### src/rtl/core/rrqd_pkg.sv
// Shared types and constants for the round-robin quantum dispatcher.
// No dependencies; imported by every module of the block but rrqd_ram.
`timescale 1ns / 1ps

package rrqd_pkg;

    localparam int MAX_PROCS = 16;
    localparam int TIME_BITS = 16;
    localparam int SLOT_W    = $clog2(MAX_PROCS);
    localparam int COUNT_W   = $clog2(MAX_PROCS + 1);
    localparam int QUANTUM_W = 16;
    localparam int RUN_W     = (TIME_BITS > QUANTUM_W) ? TIME_BITS : QUANTUM_W;
    localparam int BURST_W   = 16;
    localparam int INDEX_W   = 4;
    localparam int LEFT_W    = 16;
    localparam int CLOCK_W   = 32;
    localparam int ROUND_W   = 16;
    localparam int EVENT_W   = 3;
    localparam int OUT_DATA_W = 104;

    localparam logic MODE_LOAD     = 1'b0;
    localparam logic MODE_DISPATCH = 1'b1;

    typedef enum logic [EVENT_W-1:0] {
        EV_LOADED    = 3'd0,
        EV_PREEMPTED = 3'd1,
        EV_FINISHED  = 3'd2,
        EV_IDLE      = 3'd3,
        EV_REJECTED  = 3'd4
    } event_t;

    typedef enum logic [2:0] {
        ST_IDLE,
        ST_LOAD,
        ST_SCAN_RD,
        ST_SCAN_CHK,
        ST_EXEC,
        ST_EMIT
    } state_t;

    typedef struct packed {
        logic capture;
        logic load_op;
        logic idle_op;
        logic scan_read;
        logic scan_check;
        logic exec_op;
        logic emit;
    } cmd_t;

    typedef struct packed {
        logic in_mode;
        logic scan_done;
        logic slot_live;
        logic out_free;
    } status_t;

    typedef struct packed {
        event_t               ev;
        logic [INDEX_W-1:0]   index;
        logic [LEFT_W-1:0]    left;
        logic [CLOCK_W-1:0]   start;
        logic [CLOCK_W-1:0]   stop;
        logic [ROUND_W-1:0]   round;
    } result_t;

endpackage

### src/rtl/core/rrqd_ram.sv
// Generic simple dual-port RAM: one write port, one read port, registered read.
// No dependencies.
`timescale 1ns / 1ps

module rrqd_ram #(
    parameter int WIDTH = 16,
    parameter int DEPTH = 16
) (
    input  logic                     clk,
    input  logic                     we,
    input  logic [$clog2(DEPTH)-1:0] waddr,
    input  logic [WIDTH-1:0]         wdata,
    input  logic                     re,
    input  logic [$clog2(DEPTH)-1:0] raddr,
    output logic [WIDTH-1:0]         rdata
);

    logic [WIDTH-1:0] mem_reg [DEPTH];
    logic [WIDTH-1:0] rdata_reg;

    always_ff @(posedge clk)
    begin
        if (we)
        begin
            mem_reg[waddr] <= wdata;
        end
        if (re)
        begin
            rdata_reg <= mem_reg[raddr];
        end
    end

    assign rdata = rdata_reg;

endmodule

### src/rtl/core/rrqd_ctrl.sv
// Sequencing state machine of the dispatcher: load, slot scan, slice, emit.
// Depends on rrqd_pkg.
`timescale 1ns / 1ps

module rrqd_ctrl (
    input  logic             clk,
    input  logic             rst_n,
    input  logic             s_tvalid,
    output logic             s_tready,
    input  rrqd_pkg::status_t st,
    output rrqd_pkg::cmd_t    cmd
);

    import rrqd_pkg::*;

    state_t state_reg;
    state_t state_next;

    always_ff @(posedge clk or negedge rst_n)
    begin
        if (!rst_n)
        begin
            state_reg <= ST_IDLE;
        end
        else
        begin
            state_reg <= state_next;
        end
    end

    always_comb
    begin
        state_next = state_reg;
        case (state_reg)
            ST_IDLE:
            begin
                if (s_tvalid)
                begin
                    state_next = (st.in_mode == MODE_DISPATCH) ? ST_SCAN_RD : ST_LOAD;
                end
            end
            ST_LOAD:
            begin
                state_next = ST_EMIT;
            end
            ST_SCAN_RD:
            begin
                state_next = st.scan_done ? ST_EMIT : ST_SCAN_CHK;
            end
            ST_SCAN_CHK:
            begin
                state_next = st.slot_live ? ST_EXEC : ST_SCAN_RD;
            end
            ST_EXEC:
            begin
                state_next = ST_EMIT;
            end
            ST_EMIT:
            begin
                if (st.out_free)
                begin
                    state_next = ST_IDLE;
                end
            end
            default:
            begin
                state_next = ST_IDLE;
            end
        endcase
    end

    always_comb
    begin
        cmd      = '0;
        s_tready = 1'b0;
        case (state_reg)
            ST_IDLE:
            begin
                s_tready    = 1'b1;
                cmd.capture = s_tvalid;
            end
            ST_LOAD:
            begin
                cmd.load_op = 1'b1;
            end
            ST_SCAN_RD:
            begin
                cmd.idle_op   = st.scan_done;
                cmd.scan_read = !st.scan_done;
            end
            ST_SCAN_CHK:
            begin
                cmd.scan_check = 1'b1;
            end
            ST_EXEC:
            begin
                cmd.exec_op = 1'b1;
            end
            ST_EMIT:
            begin
                cmd.emit = st.out_free;
            end
            default:
            begin
                cmd = '0;
            end
        endcase
    end

endmodule

### src/rtl/core/rrqd_dpath.sv
// Datapath of the dispatcher: time table, scan pointer, CPU clock, result registers.
// Depends on rrqd_pkg and rrqd_ram.
`timescale 1ns / 1ps

module rrqd_dpath (
    input  logic                               clk,
    input  logic                               rst_n,
    input  rrqd_pkg::cmd_t                      cmd,
    output rrqd_pkg::status_t                   st,
    input  logic                               in_mode,
    input  logic [rrqd_pkg::BURST_W-1:0]        in_burst,
    input  logic                               cfg_we,
    input  logic [rrqd_pkg::QUANTUM_W-1:0]      cfg_wdata,
    input  logic                               m_tready,
    output logic                               m_tvalid,
    output rrqd_pkg::result_t                   out_res
);

    import rrqd_pkg::*;

    logic [QUANTUM_W-1:0] quantum_reg;
    logic [COUNT_W-1:0]   loaded_count_reg;
    logic [SLOT_W-1:0]    next_slot_reg;
    logic [CLOCK_W-1:0]   cpu_clock_reg;
    logic [ROUND_W-1:0]   rounds_done_reg;
    logic                 out_valid_reg;

    logic [TIME_BITS-1:0] burst_reg;
    logic [SLOT_W-1:0]    scan_slot_reg;
    logic [ROUND_W-1:0]   scan_rounds_reg;
    logic [COUNT_W-1:0]   steps_reg;
    logic [TIME_BITS-1:0] rem_reg;
    logic [TIME_BITS-1:0] run_reg;
    result_t              res_reg;
    result_t              out_reg;

    logic                 table_full;
    logic                 wrap;
    logic [SLOT_W-1:0]    adv_slot;
    logic [ROUND_W-1:0]   adv_rounds;
    logic [QUANTUM_W-1:0] q_eff;
    logic [TIME_BITS-1:0] run;
    logic [TIME_BITS-1:0] left;
    logic [CLOCK_W-1:0]   slice_end;

    logic                 ram_we;
    logic [SLOT_W-1:0]    ram_waddr;
    logic [TIME_BITS-1:0] ram_wdata;
    logic [TIME_BITS-1:0] ram_rdata;

    assign table_full = loaded_count_reg >= COUNT_W'(MAX_PROCS);
    assign wrap       = (COUNT_W'(scan_slot_reg) + COUNT_W'(1)) >= loaded_count_reg;
    assign adv_slot   = wrap ? '0 : scan_slot_reg + SLOT_W'(1);
    assign adv_rounds = wrap ? scan_rounds_reg + ROUND_W'(1) : scan_rounds_reg;
    assign q_eff      = (quantum_reg == '0) ? QUANTUM_W'(1) : quantum_reg;
    assign run        = (RUN_W'(ram_rdata) < RUN_W'(q_eff)) ? ram_rdata : TIME_BITS'(q_eff);
    assign left       = rem_reg - run_reg;
    assign slice_end  = cpu_clock_reg + CLOCK_W'(run_reg);

    assign ram_we    = (cmd.load_op && !table_full) || cmd.exec_op;
    assign ram_waddr = cmd.exec_op ? scan_slot_reg : loaded_count_reg[SLOT_W-1:0];
    assign ram_wdata = cmd.exec_op ? left : burst_reg;

    rrqd_ram #(
        .WIDTH (TIME_BITS),
        .DEPTH (MAX_PROCS)
    ) u_times (
        .clk   (clk),
        .we    (ram_we),
        .waddr (ram_waddr),
        .wdata (ram_wdata),
        .re    (cmd.scan_read),
        .raddr (scan_slot_reg),
        .rdata (ram_rdata)
    );

    assign st.in_mode   = in_mode;
    assign st.scan_done = steps_reg == loaded_count_reg;
    assign st.slot_live = ram_rdata != '0;
    assign st.out_free  = !out_valid_reg || m_tready;

    always_ff @(posedge clk or negedge rst_n)
    begin
        if (!rst_n)
        begin
            quantum_reg      <= QUANTUM_W'(1);
            loaded_count_reg <= '0;
            next_slot_reg    <= '0;
            cpu_clock_reg    <= '0;
            rounds_done_reg  <= '0;
            out_valid_reg    <= 1'b0;
        end
        else
        begin
            if (cfg_we)
            begin
                quantum_reg <= cfg_wdata;
            end
            if (cmd.load_op && !table_full)
            begin
                loaded_count_reg <= loaded_count_reg + COUNT_W'(1);
            end
            if (cmd.exec_op)
            begin
                cpu_clock_reg   <= slice_end;
                next_slot_reg   <= adv_slot;
                rounds_done_reg <= adv_rounds;
            end
            if (cmd.emit)
            begin
                out_valid_reg <= 1'b1;
            end
            else if (m_tready)
            begin
                out_valid_reg <= 1'b0;
            end
        end
    end

    always_ff @(posedge clk)
    begin
        if (cmd.capture)
        begin
            burst_reg       <= TIME_BITS'(in_burst);
            scan_slot_reg   <= next_slot_reg;
            scan_rounds_reg <= rounds_done_reg;
            steps_reg       <= '0;
        end
        if (cmd.scan_check)
        begin
            if (st.slot_live)
            begin
                rem_reg <= ram_rdata;
                run_reg <= run;
            end
            else
            begin
                scan_slot_reg   <= adv_slot;
                scan_rounds_reg <= adv_rounds;
                steps_reg       <= steps_reg + COUNT_W'(1);
            end
        end
        if (cmd.load_op)
        begin
            res_reg.start <= cpu_clock_reg;
            res_reg.stop  <= cpu_clock_reg;
            res_reg.round <= rounds_done_reg;
            if (table_full)
            begin
                res_reg.ev    <= EV_REJECTED;
                res_reg.index <= '0;
                res_reg.left  <= '0;
            end
            else
            begin
                res_reg.ev    <= EV_LOADED;
                res_reg.index <= INDEX_W'(loaded_count_reg);
                res_reg.left  <= LEFT_W'(burst_reg);
            end
        end
        if (cmd.idle_op)
        begin
            res_reg.ev    <= EV_IDLE;
            res_reg.index <= '0;
            res_reg.left  <= '0;
            res_reg.start <= cpu_clock_reg;
            res_reg.stop  <= cpu_clock_reg;
            res_reg.round <= rounds_done_reg;
        end
        if (cmd.exec_op)
        begin
            res_reg.ev    <= (left == '0) ? EV_FINISHED : EV_PREEMPTED;
            res_reg.index <= INDEX_W'(scan_slot_reg);
            res_reg.left  <= LEFT_W'(left);
            res_reg.start <= cpu_clock_reg;
            res_reg.stop  <= slice_end;
            res_reg.round <= scan_rounds_reg;
        end
        if (cmd.emit)
        begin
            out_reg <= res_reg;
        end
    end

    assign m_tvalid = out_valid_reg;
    assign out_res  = out_reg;

endmodule

### src/rtl/core/round_robin_quantum_dispatcher_top.sv
// Round-robin time-slice scheduler, top level: stream ports and config register.
// Depends on rrqd_pkg, rrqd_ctrl, rrqd_dpath (which holds rrqd_ram).
`timescale 1ns / 1ps

// One transaction in gives one transaction out. A load (tuser 0) appends a burst time to a
// 16-slot table, or is rejected when the table is full. A dispatch (tuser 1) walks the table
// from the saved pointer, reading each slot from the time RAM with a registered read, then
// runs the slice of the first slot with time left and posts the result; it reports idle
// when no loaded slot has time left. The result sits in an output register, so the next
// input is taken while it waits; only a second result waits for it to drain. cfg_wdata
// sets the quantum (0 acts as 1); the user must see that it is written only while the
// block is idle, as the block itself does not enforce this.
module round_robin_quantum_dispatcher_top (
    input  logic                                 clk,
    input  logic                                 rst_n,
    input  logic                                 cfg_we,
    input  logic [rrqd_pkg::QUANTUM_W-1:0]        cfg_wdata,
    input  logic                                 s_tvalid,
    output logic                                 s_tready,
    input  logic [rrqd_pkg::BURST_W-1:0]          s_tdata,   // [15:0] burst_time
    input  logic [0:0]                           s_tuser,   // [0] mode
    output logic                                 m_tvalid,
    input  logic                                 m_tready,
    // [3:0] proc_index, [19:4] time_left, [51:20] slice_start, [83:52] slice_end,
    // [99:84] round_number, [103:100] zero
    output logic [rrqd_pkg::OUT_DATA_W-1:0]       m_tdata,
    output logic [rrqd_pkg::EVENT_W-1:0]          m_tuser    // [2:0] event_res
);

    import rrqd_pkg::*;

    cmd_t    cmd;
    status_t st;
    result_t out_res;

    rrqd_ctrl u_ctrl (
        .clk      (clk),
        .rst_n    (rst_n),
        .s_tvalid (s_tvalid),
        .s_tready (s_tready),
        .st       (st),
        .cmd      (cmd)
    );

    rrqd_dpath u_dpath (
        .clk       (clk),
        .rst_n     (rst_n),
        .cmd       (cmd),
        .st        (st),
        .in_mode   (s_tuser[0]),
        .in_burst  (s_tdata),
        .cfg_we    (cfg_we),
        .cfg_wdata (cfg_wdata),
        .m_tready  (m_tready),
        .m_tvalid  (m_tvalid),
        .out_res   (out_res)
    );

    assign m_tdata = {4'b0000, out_res.round, out_res.stop, out_res.start,
                      out_res.left, out_res.index};
    assign m_tuser = out_res.ev;

endmodule

### config.mk
export PLATFORM = sky130hd
export DESIGN_NAME = round_robin_quantum_dispatcher_top
export DESIGN_NICKNAME = d
export VERILOG_FILES = /design/src/rtl/core/rrqd_pkg.sv /design/src/rtl/core/rrqd_ram.sv /design/src/rtl/core/rrqd_ctrl.sv /design/src/rtl/core/rrqd_dpath.sv /design/src/rtl/core/round_robin_quantum_dispatcher_top.sv
export SDC_FILE = /design/constraint.sdc
export NUM_CORES = 1
export LEC_CHECK = 0
export BUFFER_PORTS_ARGS = -buffer_cell sky130_fd_sc_hd__buf_2
export CORE_ASPECT_RATIO = 0.8
export CORE_MARGIN = 2
export CORE_UTILIZATION = 40
export CTS_CLUSTER_DIAMETER = 150
export DETAILED_ROUTE_END_ITERATION = 16
export MAX_ROUTING_LAYER = met4
export SETUP_SLACK_MARGIN = 0.5
export SYNTH_ARGS = -nofsm -noshare
export SYNTH_HDL_FRONTEND = slang
export SYNTH_SLANG_ARGS = --single-unit
### constraint.sdc
create_clock -name clk -period 8 [get_ports clk]
set_input_delay 0.8 -clock clk [delete_from_list [all_inputs] [get_ports clk]]
set_output_delay 0.8 -clock clk [all_outputs]
set_load 0.02 [all_outputs]
==> results of run 1 <==
metal layers:
layer / GRT usage / up-vias / share of wire
li1: - / 6337 / -
met1: 0.242 / 6912 / 0.45
met2: 0.272 / 393 / 0.47
met3: 0.0364 / 86 / 0.063
met4: 0.0473 / 0 / 0.022
met5: - / - / 0
where the power goes:
part / total, mW / switching, mW / internal (mW)
Clock: 2.83 / 1.21 / 1.62
Sequential: 5.41 / 0.415 / 4.99
Combinational: 3.32 / 2.22 / 1.10
Total: 11.6 / 3.85 / 7.71
cells in the final DEF, fill, tap and decap left out, types with 7 or more instances in the layout:
master / n
o21ai_0: 77
and3_1: 8
clkbuf_16: 58
o21ai_1: 14
inv_1: 49
a21o_1: 31
edfxtp_1: 526
bufinv_16: 7
buf_2: 141
nand3_1: 23
nor4_1: 13
clkbuf_1: 9
xor2_1: 33
o31ai_1: 7
nand2b_1: 8
a21oi_1: 36
buf_4: 33
xnor2_1: 30
dfxtp_1: 23
a31oi_1: 10
dfrtp_1: 76
nor2_1: 43
ha_1: 56
nor3b_1: 9
mux2_1: 15
nand2_1: 146
o21a_1: 9
mux4_2: 80
nor3_1: 22
nand4_1: 10
clkinv_2: 12
nor2_2: 16
Yosys cell counts (all sizes together), types with 9 or more instances:
cell type / number
a21o: 32
clkbuf: 46
xnor2: 30
nand3: 23
nor4: 14
nand4: 10
xor2: 33
nor3b: 9
o21a: 10
edfxtp: 526
buf: 22
nor2: 59
o21ai: 92
a31oi: 10
dfxtp: 25
mux2: 17
dfrtp: 76
nand2: 148
nor3: 25
inv: 50
mux4: 80
ha: 56
a21oi: 39
worst max path at each step:
stage                     slack (ns)                     start                         end  depth (start not counted)
after CTS                       3.87  u_dpath.scan_slot_reg[0]  u_dpath.scan_rounds_reg[4]                         10
final                           3.90  u_dpath.scan_slot_reg[0]  u_dpath.scan_rounds_reg[5]                         10
after global routing            3.51  u_dpath.scan_slot_reg[0]  u_dpath.scan_rounds_reg[4]                         10
after detailed placement        3.88  u_dpath.scan_slot_reg[0]  u_dpath.scan_rounds_reg[5]                         10
after floorplan                 2.64                  m_tready          u_dpath.out_res[0]                          2
after global placement          3.92  u_dpath.scan_slot_reg[0]  u_dpath.scan_rounds_reg[5]                         10
per-stage QoR:
step / utilization / instance area, um^2
after floorplan: - / 25300
after global placement: 0.433 / 27100
after detailed placement: 0.433 / 27100
after CTS: 0.465 / 29100
after global routing: 0.465 / 29100
final: 0.465 / 29100
cell type report:
type / count / area share
Clock inverter: 37 / 0.0145
Timing Repair Buffer: 174 / 0.0328
Multi-Input combinational cell: 812 / 0.230
Sequential cell: 628 / 0.626
Antenna cell: 1 / 0.0000860
Clock buffer: 72 / 0.0534
Inverter: 50 / 0.00645
Tap cell: 840 / 0.0361
kinds of logic after synthesis:
logic type	count (synthesis)	share of synthesized area
XOR/XNOR	63	0.0218
AND/OR/NAND/NOR	339	0.0650
buffers and inverters	118	0.0190
other	1	0.000148
multiplexers	98	0.0791
AO/OA/AOI/OAI	250	0.0658
adder cells (fa/ha/maj)	58	0.0293
flip-flops	628	0.720
==> impl_metrics.json, run 1 <==
{
  "finalClockSkew_ns": 0.0217,
  "r2r-start": "u_dpath.scan_slot_reg[0]",
  "syn_area_um2": 25300,
  "synth_top_area_frac": 0.624,
  "stdcell_count": 2614,
  "wl_um": 55900,
  "dp_hpwl_um": 36900,
  "total_power_mw": 11.6,
  "ys_seq_area_frac": 0.720,
  "reg2regPathDepth": 10,
  "dieWidth_um": 285,
  "cts_tree": "yes",
  "synth_ff_type": "edfxtp_1",
  "slowest_delay_ns": 0.91,
  "r2r_end": "u_dpath.scan_rounds_reg[5]",
  "critPathTopFamily": "compound AO/OA/AOI/OAI gates",
  "worstPathCellList": "buf_4 > ha_1 > nand2b_1 > a21o_1 > a21o_1 > a21o_1 > a21oi_2 > nor3_1 > o21a_1 > o221a_1",
  "crit_top_cell": "a21o_1",
  "synth.area.top_cells": "edfxtp_1 62%, dfrtp_1 7.5%, mux4_2 7.1%",
  "io_buffers": 142,
  "hold_buffers": 0,
  "crit_required_ns": 8.51,
  "areaGrowthSynthToFinish_pct": 15.0,
  "drc_errors": 0,
  "postSynthAreaPerCell_um2": 16.3,
  "critical_path_class": "reg -> reg",
  "regToRegSetupSlack_ns": 3.90,
  "yosysWarnings": 0,
  "finalNetCount": 1820,
  "grt_first_pass_wirelength_um": 85200,
  "cts-root-buf": "clkbuf_16",
  "drive_above_1_share": 0.224,
  "ctsResizeCount": 0,
  "clkSinkCount": 628,
  "fill_cells": 5373,
  "status": "finished, final reports clean",
  "vias": 13700,
  "synth-edff-count": 526,
  "multiInputGateArea_um2": 6700,
  "setup_viol": 0,
  "powerDensity_nw_per_um2": 397,
  "dp_worst_setup_slack_ns": 3.88,
  "cts_max_path_buffers": 3,
  "yosysUniqueCellTypes": 81,
  "largest_reg_flops": 256,
  "firstDrtPassIters": 5,
  "min_period_ns": 4.10,
  "drv_cap": 0,
  "gp_routability_congestion": 0.872,
  "grt_pass1_vias": 13900,
  "rows": 82,
  "ff_latch_area_um2": 18200,
  "hold_path.class": "in -> async",
  "via_per_inst": 5.25,
  "die_area_um2": 65300,
  "cts_inserted_buffers": 58,
  "hold_violations": 0,
  "grt_max_degree": 96,
  "fin_hold_ws_ns": 0.0393,
  "max_slew_margin": 0.195,
  "cp-end-kind": "flop",
  "max_freq_mhz": 244,
  "grtUsageTotal": 0.177,
  "grt_remaining_overflow": 0,
  "cts_setup_buffers": 0,
  "ant_nets": 0,
  "synthCells": 1555,
  "first_iter_violations": 1294,
  "core_area_um2": 62600,
  "cts_htree_levels": 2,
  "worst_slack_ns": 3.90,
  "die_h_um": 229,
  "crit_buf_inv": 1,
  "startpoint_type": "flop",
  "setup_tns_ns": 0,
  "ys_async_sr_fraction": 0.123,
  "initial_core_util": 0.404,
  "arrival_ns": 4.62,
  "fin_crit_sh": 0.513,
  "io-pin-count": 147,
  "worstSkewPairLatency_ns": 0.62,
  "maxSlewViolCount": 0,
  "leakagePower_nw": 10.6,
  "worst_pin_slew_ns": 1.21,
  "rsz0062_at_grt": "no",
  "clkSlewWorstSetupHoldPaths_ns": 0.07,
  "place_inst": 2504,
  "crit_slowest_cell": "buf_4",
  "ys_ff_latch": 628,
  "routedWlPerCell_um": 21.4,
  "peakVddDrop_mv": 0.234,
  "synth_area_leader_cell": "edfxtp_1",
  "crit_path_max_fanout": 56,
  "antenna_found_initial": 3
}
(Power assumes the default switching activity.)
==> run 2: changes to the inputs <==
==> constraint.sdc (replaced) <==
create_clock -name clk -period 4.2 [get_ports clk]
set_input_delay 0.42 -clock clk [delete_from_list [all_inputs] [get_ports clk]]
set_output_delay 0.42 -clock clk [all_outputs]
set_load 0.02 [all_outputs]
==> impl_metrics.json, run 2 (synthesis results as in run 1) <==
{
  "status": "finished, final reports clean",
  "dp_hpwl_um": 37200,
  "worstSkewPairLatency_ns": 0.63,
  "min_period_ns": 3.38,
  "ant_nets": 0,
  "wl_um": 57500,
  "cp-end-kind": "flop",
  "antenna_found_initial": 2,
  "layout_common_cells": "526 x edfxtp_1, 146 x nand2_1, 141 x buf_2",
  "routedWlPerCell_um": 21.7,
  "core_area_um2": 62600,
  "grt_max_degree": 95,
  "grt_remaining_overflow": 0,
  "setup_viol": 0,
  "startpoint_type": "flop",
  "via_per_inst": 5.30,
  "io_buffers": 142,
  "total_power_mw": 22.5,
  "areaGrowthSynthToFinish_pct": 16.5,
  "initial_core_util": 0.404,
  "peakVddDrop_mv": 0.468,
  "maxSlewViolCount": 0,
  "die_h_um": 229,
  "intPower_mw": 15.0,
  "finalNetCount": 1854,
  "arrival_ns": 3.74,
  "critical_path_class": "reg -> reg",
  "hold_path.class": "in -> reg",
  "grtUsageTotal": 0.182,
  "max_freq_mhz": 295,
  "cts_htree_levels": 2,
  "drc_errors": 0,
  "pwr-share-clk": 0.255,
  "max_slew_margin": 0.181,
  "grt_pass1_vias": 14200,
  "cts-root-buf": "clkbuf_16",
  "grt_first_pass_wirelength_um": 87100,
  "vias": 14000,
  "firstDrtPassIters": 5,
  "worst_pin_slew_ns": 1.22,
  "largest_reg_flops": 256,
  "fill_cells": 5396,
  "comb_power_share": 0.288,
  "dr.max_layer_used": "met4",
  "met1_length_um": 25400,
  "first_iter_violations": 1249,
  "rows": 82,
  "drive_above_1_share": 0.219,
  "crit_required_ns": 4.56,
  "wl_met2_um": 26800,
  "fin_crit_sh": 0.806,
  "gp_routability_congestion": 0.892,
  "rsz0062_at_grt": "no",
  "io-pin-count": 147,
  "finalClockSkew_ns": 0.0214,
  "cts_inserted_buffers": 60,
  "powerDensity_nw_per_um2": 762,
  "leakagePower_nw": 10.8,
  "clkSlewWorstSetupHoldPaths_ns": 0.07,
  "dieWidth_um": 285,
  "wl_met3_um": 3820,
  "die_area_um2": 65300,
  "cts_tree": "yes",
  "cts_setup_buffers": 0,
  "drv_cap": 0,
  "layout.cells.most_common": "edfxtp_1",
  "clkSinkCount": 628,
  "fin_hold_ws_ns": 0.0307,
  "hold_violations": 0,
  "sw_frac_of_total": 0.330,
  "p_switching_mw": 7.42,
  "cts_max_path_buffers": 3,
  "seq_power_share": 0.457,
  "setup_tns_ns": 0,
  "crit_path_max_fanout": 16
}
run 2: power by group through the flow:
stage	registers, mW	logic, mW	clock network (mW)
after detailed placement	10.4	6.52	0
after global placement	10.4	6.39	0
after CTS	10.3	6.55	5.85
after global routing	10.5	7.10	6.09
final	10.3	6.47	5.73
after floorplan	10.7	3.79	0
run 2: critical path, cell delays in order, from the launching register on:
cell       delay, ns
edfxtp_1        0.42
ha_1            0.26
fa_1            0.42
nor2b_1         0.18
o2111ai_1       0.16
a21oi_1         0.20
o21ai_1         0.18
a21o_1          0.24
xnor2_1         0.50
nand2_1         0.17
nand2_1         0.38
run 2: worst paths after layout:
path                                      from                              end  slack [ns]  cells past startpoint
min in group asynchronous                rst_n           u_dpath.quantum_reg[9]        0.36                      2
max in group asynchronous                rst_n       u_dpath.rounds_done_reg[7]        2.85                      3
hold reg to reg            u_dpath.res_reg[11]              u_dpath.out_res[11]        0.40                      0
setup reg to reg            u_dpath.run_reg[0]  u_dpath.u_times.mem_reg[11][12]        0.82                     10
hold / removal                   cfg_wdata[14]          u_dpath.quantum_reg[14]        0.03                      3
setup / recovery            u_dpath.run_reg[0]  u_dpath.u_times.mem_reg[11][12]        0.82                     10
run 2: stage by stage:
step | utilization | cell area [um^2] | instances | worst slack (ns)
6_report | 0.471 | 29500 | 2649 | 0.816
3_5_place_dp | 0.435 | 27200 | 2518 | 0.964
4_1_cts | 0.471 | 29500 | 2648 | 0.918
5_1_grt | 0.471 | 29500 | 2649 | 0.614
2_1_floorplan | - | 25300 | 1558 | 0.572
3_3_place_gp | 0.435 | 27200 | 2518 | 1.08
run 2: layer usage:
layer	up-vias	track usage
met5	-	-
met2	449	0.276
li1	6400	-
met4	0	0.0517
met1	7086	0.249
met3	92	0.0362
run 2: layout make-up:
cell class	count	area, um^2	area share
Multi-Input combinational cell	812	6660	0.226
Sequential cell	628	18200	0.618
Tap cell	840	1050	0.0356
Antenna cell	1	2.50	0.0000848
Inverter	50	188	0.00636
Clock buffer	66	1530	0.0520
Clock inverter	46	573	0.0194
Timing Repair Buffer	206	1260	0.0428
run 2: timing repair:
action,4_1_cts,5_1_grt
gates resized for setup,0,0
hold buffers,18,0
endpoints found under the hold margin,58,0
